[src/rtl/core/cau_pkg.sv]
package cau_pkg;

    localparam int DATA_WIDTH = 32;
    localparam int FRAC_BITS  = 16;

    // product, exact product sum, scaled dividend, compare width
    localparam int PW = 2 * DATA_WIDTH;
    localparam int SW = PW + 1;
    localparam int NW = PW + FRAC_BITS;
    localparam int CW = (NW > PW + DATA_WIDTH) ? NW : PW + DATA_WIDTH;

    // three front stages, one stage per quotient bit, one output stage
    localparam int NSTAGE = DATA_WIDTH + 4;
    localparam int FIRST_STEP = 3;

    typedef enum logic [1:0] {
        OP_ADD = 2'd0,
        OP_SUB = 2'd1,
        OP_MUL = 2'd2,
        OP_DIV = 2'd3
    } t_op;

    typedef enum logic [1:0] {
        ST_OK  = 2'd0,
        ST_OVF = 2'd1,
        ST_DZ  = 2'd2
    } t_status;

    localparam logic [DATA_WIDTH-1:0] VAL_MAX = {1'b0, {(DATA_WIDTH-1){1'b1}}};
    localparam logic [DATA_WIDTH-1:0] VAL_MIN = {1'b1, {(DATA_WIDTH-1){1'b0}}};

    // Result of the non-divide paths, plus sign and range flags of a divide.
    typedef struct packed {
        logic [DATA_WIDTH-1:0] re;
        logic [DATA_WIDTH-1:0] im;
        t_status               st;
        logic                  div;
        logic                  neg_re;
        logic                  neg_im;
        logic                  big_re;
        logic                  big_im;
    } t_side;

    typedef struct packed {
        logic [DATA_WIDTH-1:0] val;
        logic                  ovf;
    } t_sat;

    function automatic t_sat saturate(input logic [SW-1:0] x);
        t_sat                   r;
        logic [SW-DATA_WIDTH:0] hi;
        hi = x[SW-1:DATA_WIDTH-1];
        if ((&hi) || !(|hi)) begin
            r.val = x[DATA_WIDTH-1:0];
            r.ovf = 1'b0;
        end else begin
            r.val = x[SW-1] ? VAL_MIN : VAL_MAX;
            r.ovf = 1'b1;
        end
        return r;
    endfunction

    // Apply the quotient sign and clamp to the signed range.
    function automatic t_sat fix_quot(input logic [DATA_WIDTH-1:0] q,
                                      input logic neg, input logic big);
        t_sat r;
        if (big) begin
            r.val = neg ? VAL_MIN : VAL_MAX;
            r.ovf = 1'b1;
        end else if (neg) begin
            r.ovf = q > VAL_MIN;
            r.val = r.ovf ? VAL_MIN : DATA_WIDTH'(~q + 1'b1);
        end else begin
            r.ovf = q > VAL_MAX;
            r.val = r.ovf ? VAL_MAX : q;
        end
        return r;
    endfunction

endpackage

[src/rtl/core/cau_back.sv]
module cau_back (
    input  logic                            i_clk,
    input  logic                            i_en,
    input  cau_pkg::t_side                  i_side,
    input  logic [cau_pkg::DATA_WIDTH-1:0]  i_q_re,
    input  logic [cau_pkg::DATA_WIDTH-1:0]  i_q_im,
    output logic [cau_pkg::DATA_WIDTH-1:0]  o_res_re,
    output logic [cau_pkg::DATA_WIDTH-1:0]  o_res_im,
    output logic [1:0]                      o_status
);
    cau_pkg::t_sat                       f_re, f_im;
    logic [cau_pkg::DATA_WIDTH-1:0]      r_re, r_im;
    cau_pkg::t_status                    r_st;

    assign f_re = cau_pkg::fix_quot(i_q_re, i_side.neg_re, i_side.big_re);
    assign f_im = cau_pkg::fix_quot(i_q_im, i_side.neg_im, i_side.big_im);

    always_ff @(posedge i_clk) begin
        if (i_en) begin
            if (i_side.div) begin
                r_re <= f_re.val;
                r_im <= f_im.val;
                r_st <= (f_re.ovf || f_im.ovf) ? cau_pkg::ST_OVF : cau_pkg::ST_OK;
            end else begin
                r_re <= i_side.re;
                r_im <= i_side.im;
                r_st <= i_side.st;
            end
        end
    end

    assign o_res_re = r_re;
    assign o_res_im = r_im;
    assign o_status = r_st;

endmodule

[config.mk]
export PLATFORM = sky130hd
export DESIGN_NAME = cau_back
export DESIGN_NICKNAME = d
export VERILOG_FILES = /design/src/rtl/core/cau_pkg.sv /design/src/rtl/core/cau_back.sv
export SDC_FILE = /design/constraint.sdc
export NUM_CORES = 1
export LEC_CHECK = 0
export ABC_AREA = 0
export ABC_CLOCK_PERIOD_IN_PS = 2000
export CAP_MARGIN = 15
export CORE_ASPECT_RATIO = 1.25
export CORE_MARGIN = 2
export CORE_UTILIZATION = 59
export CTS_CLUSTER_SIZE = 12
export DETAILED_ROUTE_END_ITERATION = 16
export DONT_BUFFER_PORTS = 1
export PLACE_DENSITY = 0.88
export SLEW_MARGIN = 20
export SYNTH_ARGS = -nofsm -noshare
export SYNTH_HDL_FRONTEND = slang
export SYNTH_SLANG_ARGS = --single-unit
export TNS_END_PERCENT = 10
[constraint.sdc]
create_clock -name i_clk -period 2 [get_ports i_clk]
set_input_delay 0.2 -clock i_clk [delete_from_list [all_inputs] [get_ports i_clk]]
set_output_delay 0.2 -clock i_clk [all_outputs]
set_load 0.05 [all_outputs]
After elaboration in Yosys (flattened, before gate mapping). Index checks and enable logic that the tools add are counted.

Flip-flop bits (word level): 66. Word-level logic and storage cells: 26. Output and inout bits: 66. Input port bits: 137.

Reduce and logical (&&, ||, !) cells: 1. Bitwise gates (word level): 2. Magnitude comparators: 4. Add/subtract/negate cells: 2. Multiplexer cells: 14.

Operator list (number): $mux W32 (8); $mux W33 (4); $add A32 B1 Y32 const B (2); $gt A32 B31 Y1 const B (2); $gt A32 B32 Y1 const B (2); $not A32 Y32 (2); $mux W2 (1); $logic_or A1 B1 Y1 (1); $mux W1 (1).

Depth between registers and ports, before layout.
Depth after elaboration: 8. Depth in mapped cells: 8.

Least setup slack after synthesis. Ideal clock, no wire load.

Path type: in2reg. Start: in i_q_re[12] (netlist bit). End: reg r_re, in the netlist o_res_re[12] (data pin). Data required time: 1.848 ns. Stages: 6. Data arrival time: 2.019 ns. Setup time: 0.152 ns. Path slack: -0.171 ns. Cells stage by stage: buf_6 -> nor4_4 -> nand4_4 -> o31a_1 -> or4_1 -> a31oi_1.

Cells in the longest elaborated chain, start to end: 6. Elaborated cells on any way between the ends: 9. Classes of those cells: add/sub (1); order compare (2); mux (5); bitwise (1).

RTL lines: start, declared (line cau_back.sv:5) `input logic [cau_pkg::DATA_WIDTH-1:0] i_q_re,`; $not A32 Y32 (line cau_pkg.sv:72) `r.val = r.ovf ? VAL_MIN : DATA_WIDTH'(~q + 1'b1);`; $add A32 B1 Y32 (line cau_pkg.sv:72); $mux W32 (line cau_pkg.sv:72); $mux W33 * (line cau_pkg.sv:70) `end else if (neg) begin`; $mux W33 * (line cau_pkg.sv:67) `if (big) begin`; $mux W32 * (line cau_back.sv:20) `if (i_side.div) begin`; end signal, assigned (line cau_back.sv:21) `r_re <= f_re.val;`; end signal, assigned (line cau_back.sv:25) `r_re <= i_side.re;`; end, declared (line cau_back.sv:12) `logic [cau_pkg::DATA_WIDTH-1:0] r_re, r_im;`.

Every way passes the cells marked *; elsewhere a longest branch is shown, timed or not. A chain may end at the register's enable or synchronous reset.

Worst setup path after layout.
Start: in i_q_re[4] (netlist bit). End: reg r_re, in the netlist o_res_re[5] (data pin).

The elaborated chain is that of the path after synthesis.

==> run_results.csv <==
group,metric,value,unit
sta,finalSetupTns,0,ns
placed_design,portBuffers,0,
logic_synthesis,seq_area_frac_synth,37.8,%
placed_design,place_ws,-0.159,ns
sta,fin_crit,1.74,ns
finish,drive_gt1_share,12.7,%
grt,antenna_found_initial,0,
logic_synthesis,ys_ff_latch,66,
grt,use_met2,60.5,%
finish,utilization,67.4,%
finish,syn_to_final_growth,11.4,%
detailed_routing,drtAntennaViolNets,0,
grt,gr-usage-met1,38.0,%
placed_design,gp_congestion,0.961,
floorplanning,die_w,88.3,um
logic_synthesis,synth.most_common_cell,"nor2_1",
sta,rsz0062_at_grt,"no",
status,run_status,"finished, violations left",
finish,diodes,0,
detailed_routing,routed_wl,17.1,mm
floorplanning,rows,38,
logic_synthesis,synth.distinct_cells,65,
sta,fmax,575,MHz
pwr,leakage,1.96,nW
detailed_routing,routedWlPerCell,22.2,um
worst_setup_path,critPathKind,"input pin to register",
logic_synthesis,synth_area_leaders,"edfxtp_1 (38%), nor2_1 (7.2%), o21ai_0 (4.7%)",
placed_design,place_area,5620,sq um
floorplanning,start_util,60.5,%
clock_tree,cts_tree,"done",
clock_tree,cts.clk_slew.worst_paths,0.08,ns
worst_setup_path,path_max_fanout,14,
clock_tree,root_buffer,"clkbuf_8",
detailed_routing,drt_iter0_drc,477,
grt,grt_util_all_layers,34.5,%
floorplanning,die_height,109,um
logic_synthesis,synthTopCellsByCount,"nor2_1 (100), edfxtp_1 (66), o21ai_0 (49)",
placed_design,dp_hpwl,12.2,mm
clock_tree,cts_sinks,66,
logic_synthesis,syn_avg_cell_area,8.30,sq um
logic_synthesis,synth_area,5240,sq um
worst_setup_path,end_kind,"register",
logic_synthesis,synth_edf_count,66,
grt,grt_overflow,0,
floorplanning,ios,203,
pwr,power.density,672,nW/um^2
sta,fin_crit_sh,87.0,%
grt,grt_pass1_wl,25.6,mm
grt,top_usage_layer,"met2",
status,violations,"negative hold slack",
floorplanning,core_area,8650,sq um
flow_run,maxCapViolCount,0,
logic_synthesis,synth_nets,770,
sta,holdWs,-0.0471,ns
finish,fillers,705,
logic_synthesis,syn_inst,631,
finish,nets,786,
sta,report.final.hold_viol_count,66,
detailed_routing,firstDrtPassIters,5,
detailed_routing,via_per_inst,7.16,
sta,tightest_slew,0.668,ns
clock_tree,clk_path_buf_depth,2,
sta,fin_ws,0.260,ns
sta,slew_viol_final,0,
clock_tree,htree_num_levels,3,
logic_synthesis,yosysTopAreaCell,"edfxtp_1",
finish,final_cell_area,5840,sq um
worst_setup_path,crit_arrival,1.91,ns
logic_synthesis,ys_warn_count,0,
detailed_routing,drc,0,
sta,setup_viol,0,
grt,grt_use_met3,8.48,%
sta,worst_slew_margin_rel,55.3,%
floorplanning,die_area,9650,sq um
hold_path,hold_class,"input pin to register",
logic_synthesis,async_flop_share,0,%
grt,grt_pass1_vias,5187,
pwr,vdd.ir_drop.worst,0.000571,V
worst_setup_path,worstPathRequired,2.17,ns
detailed_routing,vias,5517,
clock_tree,cts_buffers,9,
logic_synthesis,synthFlopType,"edfxtp_1",
logic_synthesis,yosys.area.top_type_share,37.8,%
grt,grt_max_degree,100,
worst_setup_path,startpoint_type,"input pin",
[cells by family (layout without fill, tap and decap cells)]
family,Yosys count,count (layout),share of synthesized area (%)
compound gates,208,208,25.6
xor+xnor,16,16,2.68
fa+ha+maj,2,2,0.478
buf+inv,57,77,4.28
flops,66,66,37.8
mux,3,3,0.621
simple gates,279,279,28.5
[stage by stage]
step	total power, mW	hold WS [ns]	cells
2_1_floorplan	2.61	0.312	631
3_3_place_gp	2.69	0.318	756
3_5_place_dp	2.71	0.317	756
4_1_cts	3.92	-0.0555	771
5_1_grt	4.03	-0.0639	771
6_report	3.92	-0.0471	771
[critical path, stage by stage]
cell	delay, ns
nor4_4	0.28
buf_4	0.20
nand4_4	0.12
buf_4	0.17
o31ai_2	0.32
buf_4	0.28
a31oi_1	0.11
a211oi_1	0.20
[report_power, final]
part / switching [mW] / internal [mW]
Combinational: 0.250 / 0.211
Sequential: 0.524 / 1.70
Clock: 0.550 / 0.687
Total: 1.32 / 2.60
[routing by layer]
layer  wire [um]  vias up  share of wire, %
li1            -     2484                 -
met1        5760     2584                34
met2        8870      385                52
met3        1720       64                10
met4         765        0               4.5
met5           0        -                 0
[final cells by class]
cell class	count	area [sq um]	area share (%)
Tap cell	120	150	2.57
Clock buffer	9	124	2.12
Clock inverter	6	82.6	1.42
Timing Repair Buffer	48	360	6.17
Multi-Input combinational cell	508	3080	52.9
Sequential cell	66	1980	34.0
Inverter	14	52.6	0.901
[sequential cells by signal, indices dropped and copies added, names as in the netlist]
register  cells
o_res_im     32
o_res_re     32
o_status      2
[path summary, 6_finish.rpt]
check | slack (ns) | cells past startpoint | startpoint | end
worst max-delay path | 0.26 | 8 | i_q_re[4] | o_res_re[5]
worst min-delay path | -0.05 | 0 | i_en | o_res_im[7]
[placed cells by master, fill, tap and decap left out, types with 7 or more instances in the layout]
cell type,instances
clkbuf_8,9
or4_1,9
nand2_1,31
o21a_1,12
o21ai_0,49
nand3_1,17
inv_1,13
edfxtp_1,66
nor4_1,17
o21bai_1,8
nor3_1,25
a21oi_1,43
or3_1,7
nand4_1,17
buf_4,48
a31oi_1,36
nand2b_1,13
nor2_1,100
xor2_1,10
a211oi_1,15
[what timing repair did]
item,CTS,global route
endpoints found under the setup margin,0,1
endpoints found under the hold margin,66,66
buffers inserted,0,0
gates resized for setup,0,1
Power figures use the tool's default switching activity.
