### config.mk
export PLATFORM = sky130hd
export DESIGN_NAME = cau_div_step
export DESIGN_NICKNAME = d
export VERILOG_FILES = /design/src/rtl/core/cau_pkg.sv /design/src/rtl/core/cau_div_step.sv
export SDC_FILE = /design/constraint.sdc
export NUM_CORES = 1
export LEC_CHECK = 0
export BUFFER_PORTS_ARGS = -buffer_cell sky130_fd_sc_hd__buf_4
export CORE_UTILIZATION = 25
export DETAILED_ROUTE_END_ITERATION = 10
export GPL_TIMING_DRIVEN = 0
export HOLD_SLACK_MARGIN = 0.03
export PLACE_DENSITY = 0.49
export SLEW_MARGIN = 25
export SYNTH_ARGS = -nofsm -noshare
export SYNTH_HDL_FRONTEND = slang
export SYNTH_SLANG_ARGS = --single-unit
### constraint.sdc
create_clock -name i_clk -period 4.07 [get_ports i_clk]
set_input_delay 0.2035 -clock i_clk [delete_from_list [all_inputs] [get_ports i_clk]]
set_output_delay 0.2035 -clock i_clk [all_outputs]
set_load 0.02 [all_outputs]
### src/rtl/core/cau_pkg.sv
package cau_pkg;

    localparam int DATA_WIDTH = 32;
    localparam int FRAC_BITS  = 16;

    // product, exact product sum, scaled dividend, compare width
    localparam int PW = 2 * DATA_WIDTH;
    localparam int SW = PW + 1;
    localparam int NW = PW + FRAC_BITS;
    localparam int CW = (NW > PW + DATA_WIDTH) ? NW : PW + DATA_WIDTH;

    // three front stages, one stage per quotient bit, one output stage
    localparam int NSTAGE = DATA_WIDTH + 4;
    localparam int FIRST_STEP = 3;

    typedef enum logic [1:0] {
        OP_ADD = 2'd0,
        OP_SUB = 2'd1,
        OP_MUL = 2'd2,
        OP_DIV = 2'd3
    } t_op;

    typedef enum logic [1:0] {
        ST_OK  = 2'd0,
        ST_OVF = 2'd1,
        ST_DZ  = 2'd2
    } t_status;

    localparam logic [DATA_WIDTH-1:0] VAL_MAX = {1'b0, {(DATA_WIDTH-1){1'b1}}};
    localparam logic [DATA_WIDTH-1:0] VAL_MIN = {1'b1, {(DATA_WIDTH-1){1'b0}}};

    // Result of the non-divide paths, plus sign and range flags of a divide.
    typedef struct packed {
        logic [DATA_WIDTH-1:0] re;
        logic [DATA_WIDTH-1:0] im;
        t_status               st;
        logic                  div;
        logic                  neg_re;
        logic                  neg_im;
        logic                  big_re;
        logic                  big_im;
    } t_side;

    typedef struct packed {
        logic [DATA_WIDTH-1:0] val;
        logic                  ovf;
    } t_sat;

    function automatic t_sat saturate(input logic [SW-1:0] x);
        t_sat                   r;
        logic [SW-DATA_WIDTH:0] hi;
        hi = x[SW-1:DATA_WIDTH-1];
        if ((&hi) || !(|hi)) begin
            r.val = x[DATA_WIDTH-1:0];
            r.ovf = 1'b0;
        end else begin
            r.val = x[SW-1] ? VAL_MIN : VAL_MAX;
            r.ovf = 1'b1;
        end
        return r;
    endfunction

    // Apply the quotient sign and clamp to the signed range.
    function automatic t_sat fix_quot(input logic [DATA_WIDTH-1:0] q,
                                      input logic neg, input logic big);
        t_sat r;
        if (big) begin
            r.val = neg ? VAL_MIN : VAL_MAX;
            r.ovf = 1'b1;
        end else if (neg) begin
            r.ovf = q > VAL_MIN;
            r.val = r.ovf ? VAL_MIN : DATA_WIDTH'(~q + 1'b1);
        end else begin
            r.ovf = q > VAL_MAX;
            r.val = r.ovf ? VAL_MAX : q;
        end
        return r;
    endfunction

endpackage

### src/rtl/core/cau_div_step.sv
module cau_div_step (
    input  logic                            i_clk,
    input  logic                            i_en,
    input  cau_pkg::t_side                  i_side,
    input  logic [cau_pkg::NW-1:0]          i_rem_re,
    input  logic [cau_pkg::NW-1:0]          i_rem_im,
    input  logic [cau_pkg::DATA_WIDTH-1:0]  i_q_re,
    input  logic [cau_pkg::DATA_WIDTH-1:0]  i_q_im,
    input  logic [cau_pkg::CW-1:0]          i_ds,
    output cau_pkg::t_side                  o_side,
    output logic [cau_pkg::NW-1:0]          o_rem_re,
    output logic [cau_pkg::NW-1:0]          o_rem_im,
    output logic [cau_pkg::DATA_WIDTH-1:0]  o_q_re,
    output logic [cau_pkg::DATA_WIDTH-1:0]  o_q_im,
    output logic [cau_pkg::CW-1:0]          o_ds
);
    localparam int NW = cau_pkg::NW;
    localparam int CW = cau_pkg::CW;
    localparam int DW = cau_pkg::DATA_WIDTH;

    logic bit_re, bit_im;

    cau_pkg::t_side    r_side;
    logic [NW-1:0]     r_rem_re, r_rem_im;
    logic [DW-1:0]     r_q_re, r_q_im;
    logic [CW-1:0]     r_ds;

    // restoring step: take the shifted divisor out where it fits
    assign bit_re = CW'(i_rem_re) >= i_ds;
    assign bit_im = CW'(i_rem_im) >= i_ds;

    always_ff @(posedge i_clk) begin
        if (i_en) begin
            r_side   <= i_side;
            r_rem_re <= bit_re ? i_rem_re - i_ds[NW-1:0] : i_rem_re;
            r_rem_im <= bit_im ? i_rem_im - i_ds[NW-1:0] : i_rem_im;
            r_q_re   <= {i_q_re[DW-2:0], bit_re};
            r_q_im   <= {i_q_im[DW-2:0], bit_im};
            r_ds     <= i_ds >> 1;
        end
    end

    assign o_side   = r_side;
    assign o_rem_re = r_rem_re;
    assign o_rem_im = r_rem_im;
    assign o_q_re   = r_q_re;
    assign o_q_im   = r_q_im;
    assign o_ds     = r_ds;

endmodule

# [Word-level counts from Yosys, hierarchy flattened]
# Cells that the tools add are included.
[totals] reg_bits=390 latchBits=0 ramBits=0 mem_bits_ro=0 input_bits=393 output_inout_bits=391 word_cells=19 n_memories=0
[classes] addsub=2 n_mul=0 div_mod_pow=0 n_lt_le_gt_ge=2 eq_ne=0 shift=0 muxes=2 n_bitwise=0 n_reduce_logical=0
[ops] op="greater-or-equal comparator 80 x 96 -> 1 bit" n=2
[ops] op="2-to-1 mux 80 bit" n=2
[ops] op="subtractor 80 bit" n=2

# [Logic depth before layout (Yosys ltp)]
# Gate-level depths: netlist of run 1.
[logic_depth] ltp_word=2 ltp_mapped=18

# [Least setup slack after synthesis of run 1]
# No wires, ideal clock.
[synth_path] path_type="input to register" startpoint="in i_rem_im[0] (netlist bit)" endpoint="reg r_rem_im[77], in the netlist o_rem_im[77] (data pin)" t_arrival_ns=3.246 required_ns=3.810 path_slack_ns=0.564 path_stages=17 cell_sequence="inv_1 -> ha_1 -> fa_1 -> nand2b_1 -> a21oi_1 -> o21ai_1 -> o211a_1 -> o221ai_2 -> a41oi_2 -> o21a_1 -> a211o_1 -> a22o_1 -> buf_2 -> buf_2 -> clkbuf_1 -> nand2_1 -> o31ai_2"
[synth_between] elab_chain_cells=2 word_cells_on_any_way=3 cone_classes="1 x add/sub; 1 x order compare; 1 x mux"
[synth_lines] item="start, declared" line="cau_div_step.sv:6" source="input logic [cau_pkg::NW-1:0] i_rem_im,"
[synth_lines] item="subtractor 80 bit / greater-or-equal comparator 80 x 96 -> 1 bit (equally long branches)" line="cau_div_step.sv:36, cau_div_step.sv:30"
[synth_lines] item="2-to-1 mux 80 bit *" line="cau_div_step.sv:36" source="r_rem_im <= bit_im ? i_rem_im - i_ds[NW-1:0] : i_rem_im;"
[synth_lines] item="end signal, assigned" line="cau_div_step.sv:36"
[synth_lines] item="end, declared" line="cau_div_step.sv:24" source="logic [NW-1:0] r_rem_re, r_rem_im;"
# Every way passes the cells marked *; elsewhere a longest branch is shown, timed or not.
# A chain may end at the register's enable or synchronous reset.

# [Worst setup path in the final report of run 1]
[layout_path] startpoint="in i_rem_im[23] (netlist bit)" endpoint="reg r_rem_im[70], in the netlist o_rem_im[70] (data pin)"
# Same word-level chain as after synthesis.

==> Flow_metrics.wiki, run 1 <==
{| class="wikitable"
! Metric !! Value
|-
| Crit path max fanout || 8
|-
| Per-cell routed wire length || 22.9 µm
|-
| Minimum clock period after layout || 3950 ps
|-
| Wire length of the first global-routing pass || 155 mm
|-
| Post-synth top flop || edfxtp_1
|-
| Category of the most critical setup path || primary input to flip-flop
|-
| Number of standard-cell rows in the floorplan || 112
|-
| Maximum frequency from static timing analysis || 0.253 GHz
|-
| Final count of negative-setup-slack endpoints || 0
|-
| Die extent in x || 310 µm
|-
| Max incr delay on CP || 540 ps
|-
| Total number of vias || 23100
|-
| Critical-path top delay cell || dlygate4sd3_1
|-
| First-pass iteration count of the detailed router || 5
|-
| Bufs on Longest Clock Path || 3
|-
| Cell area after synthesis || 23700 µm²
|-
| Run status || complete, no violations
|-
| Worst max-slew margin expressed relative to the limit || 33.0%
|-
| Number of CTS-inserted buffers || 51
|-
| Iter 0 DRT Violations || 1674
|-
| Final total power || 13.3 mW
|-
| Fillers || 9295
|-
| CTS clock-pin slew for the worst setup and hold paths || 60 ps
|-
| Max Cap Viol || 0
|-
| Top cells by area in the synthesized netlist || edfxtp_1, ha_1, nand2_1
|-
| Layout cell share with drive strength beyond 1 || 26.6%
|-
| Core area || 93500 µm²
|-
| Critical path's most frequent cell || o21ai_1
|-
| Largest net degree at the start of global routing || 91
|-
| Area Overhead vs Synth || 56.7%
|-
| Cell type contributing the most total cell area after synthesis || edfxtp_1
|-
| Power density normalized to cell area || 358 nW/µm²
|-
| Layout Nets || 4117
|-
| Overall Global Routing Usage || 22.3%
|-
| Routability Congestion || 0.909
|-
| Hold WC Path Type || primary input to flip-flop
|-
| Post-Synthesis Mean Instance Area || 10.1 µm²
|-
| Share of the yosys chip area belonging to registers || 49.5%
|-
| Post-layout util || 39.7%
|-
| Synthesized instance count || 2332
|-
| Leakage dissipation || 16.0 nW
|-
| Number of input and output port buffers inserted || 780
|-
| Crit-path leading delay family || compound AO/OA/AOI/OAI gates
|-
| Placement-stage cell area || 31300 µm²
|-
| Routed via count divided by cell count || 4.74
|-
| Number of hold-slack violations in the final timing report || 0
|-
| Share of flip-flops with an asynchronous set or reset after synthesis || 0%
|-
| Clock tree from TritonCTS || yes
|-
| Net count after synthesis || 2887
|-
| Warning count from the yosys run || 0
|-
| Count of unresolved DRC violations after routing || 0
|-
| Critical path buffers and inverters || 3
|-
| Final global-route overflow total || 0
|-
| Starting density of the core || 25.3%
|-
| Antenna violations before repair || 13
|-
| Type of element launching the critical path || primary input
|-
| Die area || 95900 µm²
|-
| CTS root buf || clkbuf_16
|-
| Critical path capture point type || flip-flop
|-
| Peak supply drop || 305 µV
|-
| CP Cell Sequence || dlygate4sd3_1, buf_4, ha_1, clkbuf_1, nand2_1, nor2_1, and3_1, nor2b_2, o2111ai_1, a211oi_2, o21ai_1, o41ai_1, xnor2_1, o21ai_1
|-
| Post-DP HPWL || 88.9 mm
|-
| Area fraction of the dominant cell type after synthesis || 49.5%
|-
| Chip Height || 310 µm
|-
| Number of slew-limit violations in the final report || 0
|-
| CP Data Required Time || 4440 ps
|-
| H-tree levels || 2
|-
| Total I/O pin count || 784
|-
| Unique masters post-synth || 88
|-
| Post-route cell area || 37100 µm²
|-
| Period utilization || 96.9%
|-
| Final wirelength || 111 mm
|-
| Post-synth EDFFs || 390
|-
| Antenna-violating nets left || 0
|-
| Actual transition at the worst max-transition pin || 997 ps
|-
| Critical path data arrival time || 4320 ps
|-
| Vias in the first global route || 22600
|-
| Number of sinks handled by clock tree synthesis || 390
|-
| Number of synthesized register bits || 390
|}
## cells in the mapped netlist (26+ instances only)
master,instances
clkbuf_1,85
xor2_1,63
inv_1,129
ha_1,160
nor3_1,26
edfxtp_1,390
a21oi_1,206
a21o_1,99
o21ai_1,166
o21ai_0,92
o21bai_1,38
nand2_1,297
nand4_1,65
xnor2_1,88
nor2_1,114
## per-stage QoR
step / setup slack (ps) / hold slack, ps / setup TNS [ps] / instances
floorplan: 564 / 302 / 0 / 2332
global placement: -1650 / 382 / -428100 / 4366
detailed placement: -1260 / 383 / -149410 / 4372
CTS: 1.67 / 32.6 / 0 / 4856
global route: -7.64 / 71.0 / -7.64 / 4863
finish: 125 / 96.1 / 0 / 4867
## report_power, final
part           internal, mW  total [mW]  switching [mW]
registers              4.78        4.87          0.0919
clock network          2.63        4.63            2.00
logic                  1.59        3.76            2.17
total                  8.99        13.3            4.27
## cells by family (layout without fill, tap and decap cells)
family	Yosys count	after routing	synth area share [%]
compound gates	757	757	19.8
flops	390	390	49.5
xor+xnor	151	151	5.59
simple gates	615	615	11.9
buf+inv	247	1520	4.17
mux	9	9	0.418
other cells	1	9	0.0159
fa+ha+maj	162	162	8.63
## registers in the layout (all words and copies together), names as in the netlist
register	flops
o_q_im	32
o_side	71
o_rem_re	80
o_rem_im	80
o_ds	95
o_q_re	32
## tightest hold or removal path: cells and delay by family
kind / cells / cell delay [ps]
buf+inv: 1 / 120
fa+ha+maj: 1 / 160
compound gates: 1 / 70
## area by class of cell
| cell class | instances | area (µm²) | area share (%) |
|---|---|---|---|
| Antenna cell | 8 | 20.0 | 0.0540 |
| Buffer | 116 | 520 | 1.40 |
| Clock buffer | 58 | 1320 | 3.57 |
| Clock inverter | 38 | 364 | 0.982 |
| Inverter | 131 | 492 | 1.33 |
| Multi-Input combinational cell | 1695 | 11100 | 30.1 |
| Sequential cell | 390 | 11700 | 31.6 |
| Tap cell | 1254 | 1570 | 4.23 |
| Timing Repair Buffer | 1177 | 9920 | 26.8 |
## layout by cell type, fill, tap and decap left out, types with 23 or more instances in the layout
cell type      netlist  final
nor2_1             114    111
dlygate4sd3_1        0    388
o21ai_1            166    165
nor3_1              26     24
o21ai_0             92     92
buf_4                7    790
clkbuf_16            0     52
nand4_1             65     65
inv_1              129    129
a21o_1              99     99
edfxtp_1           390    390
ha_1               160    160
o21bai_1            38     38
clkbuf_1            85     87
nand3_1             23     23
a21oi_1            206    201
xor2_1              63     63
nand2_1            297    297
xnor2_1             88     88
## what timing repair did
item | in CTS | in global routing
cloned | 0 | 0
setup endpoints to repair | 133 | 96
hold buffers | 388 | 0
hold endpoints to repair | 440 | 0
pin swaps | 1 | 2
resized for setup | 14 | 33
buffers inserted | 0 | 3
## routing by layer
layer	global-route usage, %	vias to the layer above	wire, µm
met5	0	-	63
met2	38.4	758	54200
met4	7.21	10	3390
met3	5.36	143	8290
met1	27.1	11100	45400
li1	-	11100	-
## final timing paths
kind	start	to	cells after the start
setup / recovery	i_rem_im[23]	o_rem_im[70]$_DFFE_PP_	14
hold / removal	i_ds[1]	o_rem_re[1]$_DFFE_PP_	3
(Power assumes the default switching activity.)
==> run 2, diff against run 1 <==
RECOVER_POWER = 25   (was unset)
SETUP_SLACK_MARGIN = 0.4   (was unset)
==> Flow_metrics.wiki, run 2 (synthesis gave the netlist of run 1 again) <==
{| class="wikitable"
! Metric !! Value
|-
| Power density normalized to cell area || 357 nW/µm² (was 358 nW/µm²)
|-
| Number of slew-limit violations in the final report || 54 (was 0)
|-
| CTS root buf || clkbuf_16 (unchanged)
|-
| Top library cells by usage in the layout, fill and taps aside || buf_4, edfxtp_1, dlygate4sd3_1 (unchanged)
|-
| Critical path data arrival time || 3950 ps (was 4320 ps)
|-
| Placement-stage cell area || 31300 µm² (unchanged)
|-
| Peak supply drop || 303 µV (was 305 µV)
|-
| Antenna-violating nets left || 0 (unchanged)
|-
| Category of the most critical setup path || primary input to flip-flop (unchanged)
|-
| Post-DP HPWL || 88.9 mm (unchanged)
|-
| Vias in the first global route || 22700 (was 22600)
|-
| Final wirelength || 111 mm (about the same)
|-
| Clock tree from TritonCTS || yes (unchanged)
|-
| Routed via count divided by cell count || 4.75 (was 4.74)
|-
| Most common library cell in the layout ignoring fill and taps || buf_4 (unchanged)
|-
| Hold WC Path Type || primary input to flip-flop (unchanged)
|-
| Critical path capture point type || flip-flop (unchanged)
|-
| H-tree levels || 2 (unchanged)
|-
| Layout Nets || 4123 (was 4117)
|-
| Chip Height || 310 µm (unchanged)
|-
| Wire length of the first global-routing pass || 156 mm (was 155 mm)
|-
| Type of element launching the critical path || primary input (unchanged)
|-
| Total number of vias || 23100 (about the same)
|-
| Number of hold-slack violations in the final timing report || 0 (unchanged)
|-
| Worst max-slew margin expressed relative to the limit || -107% (was 33.0%)
|-
| Bufs on Longest Clock Path || 3 (unchanged)
|-
| Total I/O pin count || 784 (unchanged)
|-
| Violated checks || capacitance limit, slew limit
|-
| Final total power || 13.2 mW (was 13.3 mW)
|-
| Setup slack after placement || -1260 ps (unchanged)
|-
| Area Overhead vs Synth || 56.7% (about the same)
|-
| Combined flip-flop and latch cell area || 11700 µm² (unchanged)
|-
| Largest register FFs || 95 (unchanged)
|-
| Period utilization || 90.3% (was 96.9%)
|-
| Die extent in x || 310 µm (unchanged)
|-
| Starting density of the core || 25.3% (unchanged)
|-
| Number of sinks handled by clock tree synthesis || 390 (unchanged)
|-
| Number of input and output port buffers inserted || 780 (unchanged)
|-
| Actual transition at the worst max-transition pin || 3100 ps (was 997 ps)
|-
| Minimum clock period after layout || 3670 ps (was 3950 ps)
|-
| Maximum frequency from static timing analysis || 0.272 GHz (was 0.253 GHz)
|-
| Layout cell share with drive strength beyond 1 || 25.9% (was 26.6%)
|-
| Number of standard cells in the layout, taps in and fillers out || 4873 (was 4867)
|-
| Max Cap Viol || 1 (was 0)
|-
| Largest net degree at the start of global routing || 91 (unchanged)
|-
| Die area || 95900 µm² (unchanged)
|-
| CP Data Required Time || 4350 ps (was 4440 ps)
|-
| Routability Congestion || 0.909 (unchanged)
|-
| Setup TNS after final layout || 0 ps (unchanged)
|-
| CTS clock-pin slew for the worst setup and hold paths || 60 ps (about the same)
|-
| Number of standard-cell rows in the floorplan || 112 (unchanged)
|-
| Number of CTS-inserted buffers || 51 (unchanged)
|-
| Core area || 93500 µm² (unchanged)
|-
| Fillers || 9329 (was 9295)
|-
| Per-cell routed wire length || 22.9 µm (about the same)
|-
| Crit path max fanout || 84 (was 8)
|-
| Number of instances in the placed design || 4372 (unchanged)
|-
| Total area of multi-input combinational cells || 11200 µm² (was 11100 µm²)
|-
| Iter 0 DRT Violations || 1682 (was 1674)
|-
| Unrepaired setup endpoints after global routing || no
|-
| Final global-route overflow total || 0 (unchanged)
|-
| Leakage dissipation || 15.9 nW (was 16.0 nW)
|-
| Run status || finished with violations (was complete, no violations)
|-
| Final count of negative-setup-slack endpoints || 0 (unchanged)
|-
| Overall Global Routing Usage || 22.4% (was 22.3%)
|-
| Worst Setup Slack, final || 396 ps (was 125 ps)
|-
| Antenna violations before repair || 15 (was 13)
|-
| Post-route cell area || 37100 µm² (about the same)
|-
| First-pass iteration count of the detailed router || 7 (was 5)
|-
| Count of unresolved DRC violations after routing || 0 (unchanged)
|}
==> run 2: changes by cell type in the layout (fill, tap and decap cells not counted), moves of 2 or more <==
cell      delta
a221oi_2     -2
buf_2        +3
o21ai_2      +2
clkbuf_4   +190
nor2_1       +2
clkbuf_1    +33
buf_8        +2
nor2_2       -2
buf_4      -227
o21ai_1      -2
buf_6        +3
a221oi_4     +2
==> run 2: worst max-delay path: stages <==
cell	delay, ps
dlygate4sd3_1	520
clkdlybuf4s25_1	2370
buf_16	330
buf_16	360
==> run 2: power breakdown <==
| part | switching [mW] | internal (mW) |
|---|---|---|
| combinational | 2.17 | 1.58 |
| clock | 2.00 | 2.63 |
| sequential | 0.0920 | 4.78 |
==> run 2: timing repair <==
| item | 4_1_cts | 5_1_grt |
|---|---|---|
| pin swaps | 4 | 10 |
| hold buffers | 388 | 0 |
| cloned | 0 | 0 |
| endpoints found under the setup margin | 159 | 110 |
| resized for setup | 38 | 36 |
| setup buffers | 2 | 7 |
| endpoints found under the hold margin | 440 | 0 |
==> run 2: final timing paths <==
check	start	endpoint	slack (ps)	cells after the start
hold / removal	i_ds[0]	o_rem_re[0]$_DFFE_PP_	100	3
setup / recovery	i_en	o_q_re[5]$_DFFE_PP_	400	4
==> run 2: final cells by class <==
type / instances / area share, %
multi-input combinational: 1695 / 30.3
inverter: 131 / 1.33
antenna: 8 / 0.0540
clock buffer: 58 / 3.57
clock inverter: 38 / 0.982
buffer: 116 / 1.49
tap: 1254 / 4.23
timing repair buffer: 1183 / 26.5
sequential: 390 / 31.6
==> run 2: per-stage QoR <==
| stage | utilization (%) | hold slack, ps |
|---|---|---|
| floorplan | - | 302 |
| global placement | 33.3 | 382 |
| detailed placement | 33.4 | 383 |
| CTS | 39.6 | 32.6 |
| global route | 39.7 | 71.0 |
| finish | 39.7 | 99.0 |
==> run 2: layer usage <==
| layer | track usage [%] | wire, µm | up-vias |
|---|---|---|---|
| li1 | - | - | 11100 |
| met4 | 7.56 | 3580 | 16 |
| met5 | 0 | 93 | - |
| met2 | 38.5 | 54200 | 777 |
| met3 | 5.84 | 8650 | 152 |
| met1 | 26.8 | 45000 | 11100 |
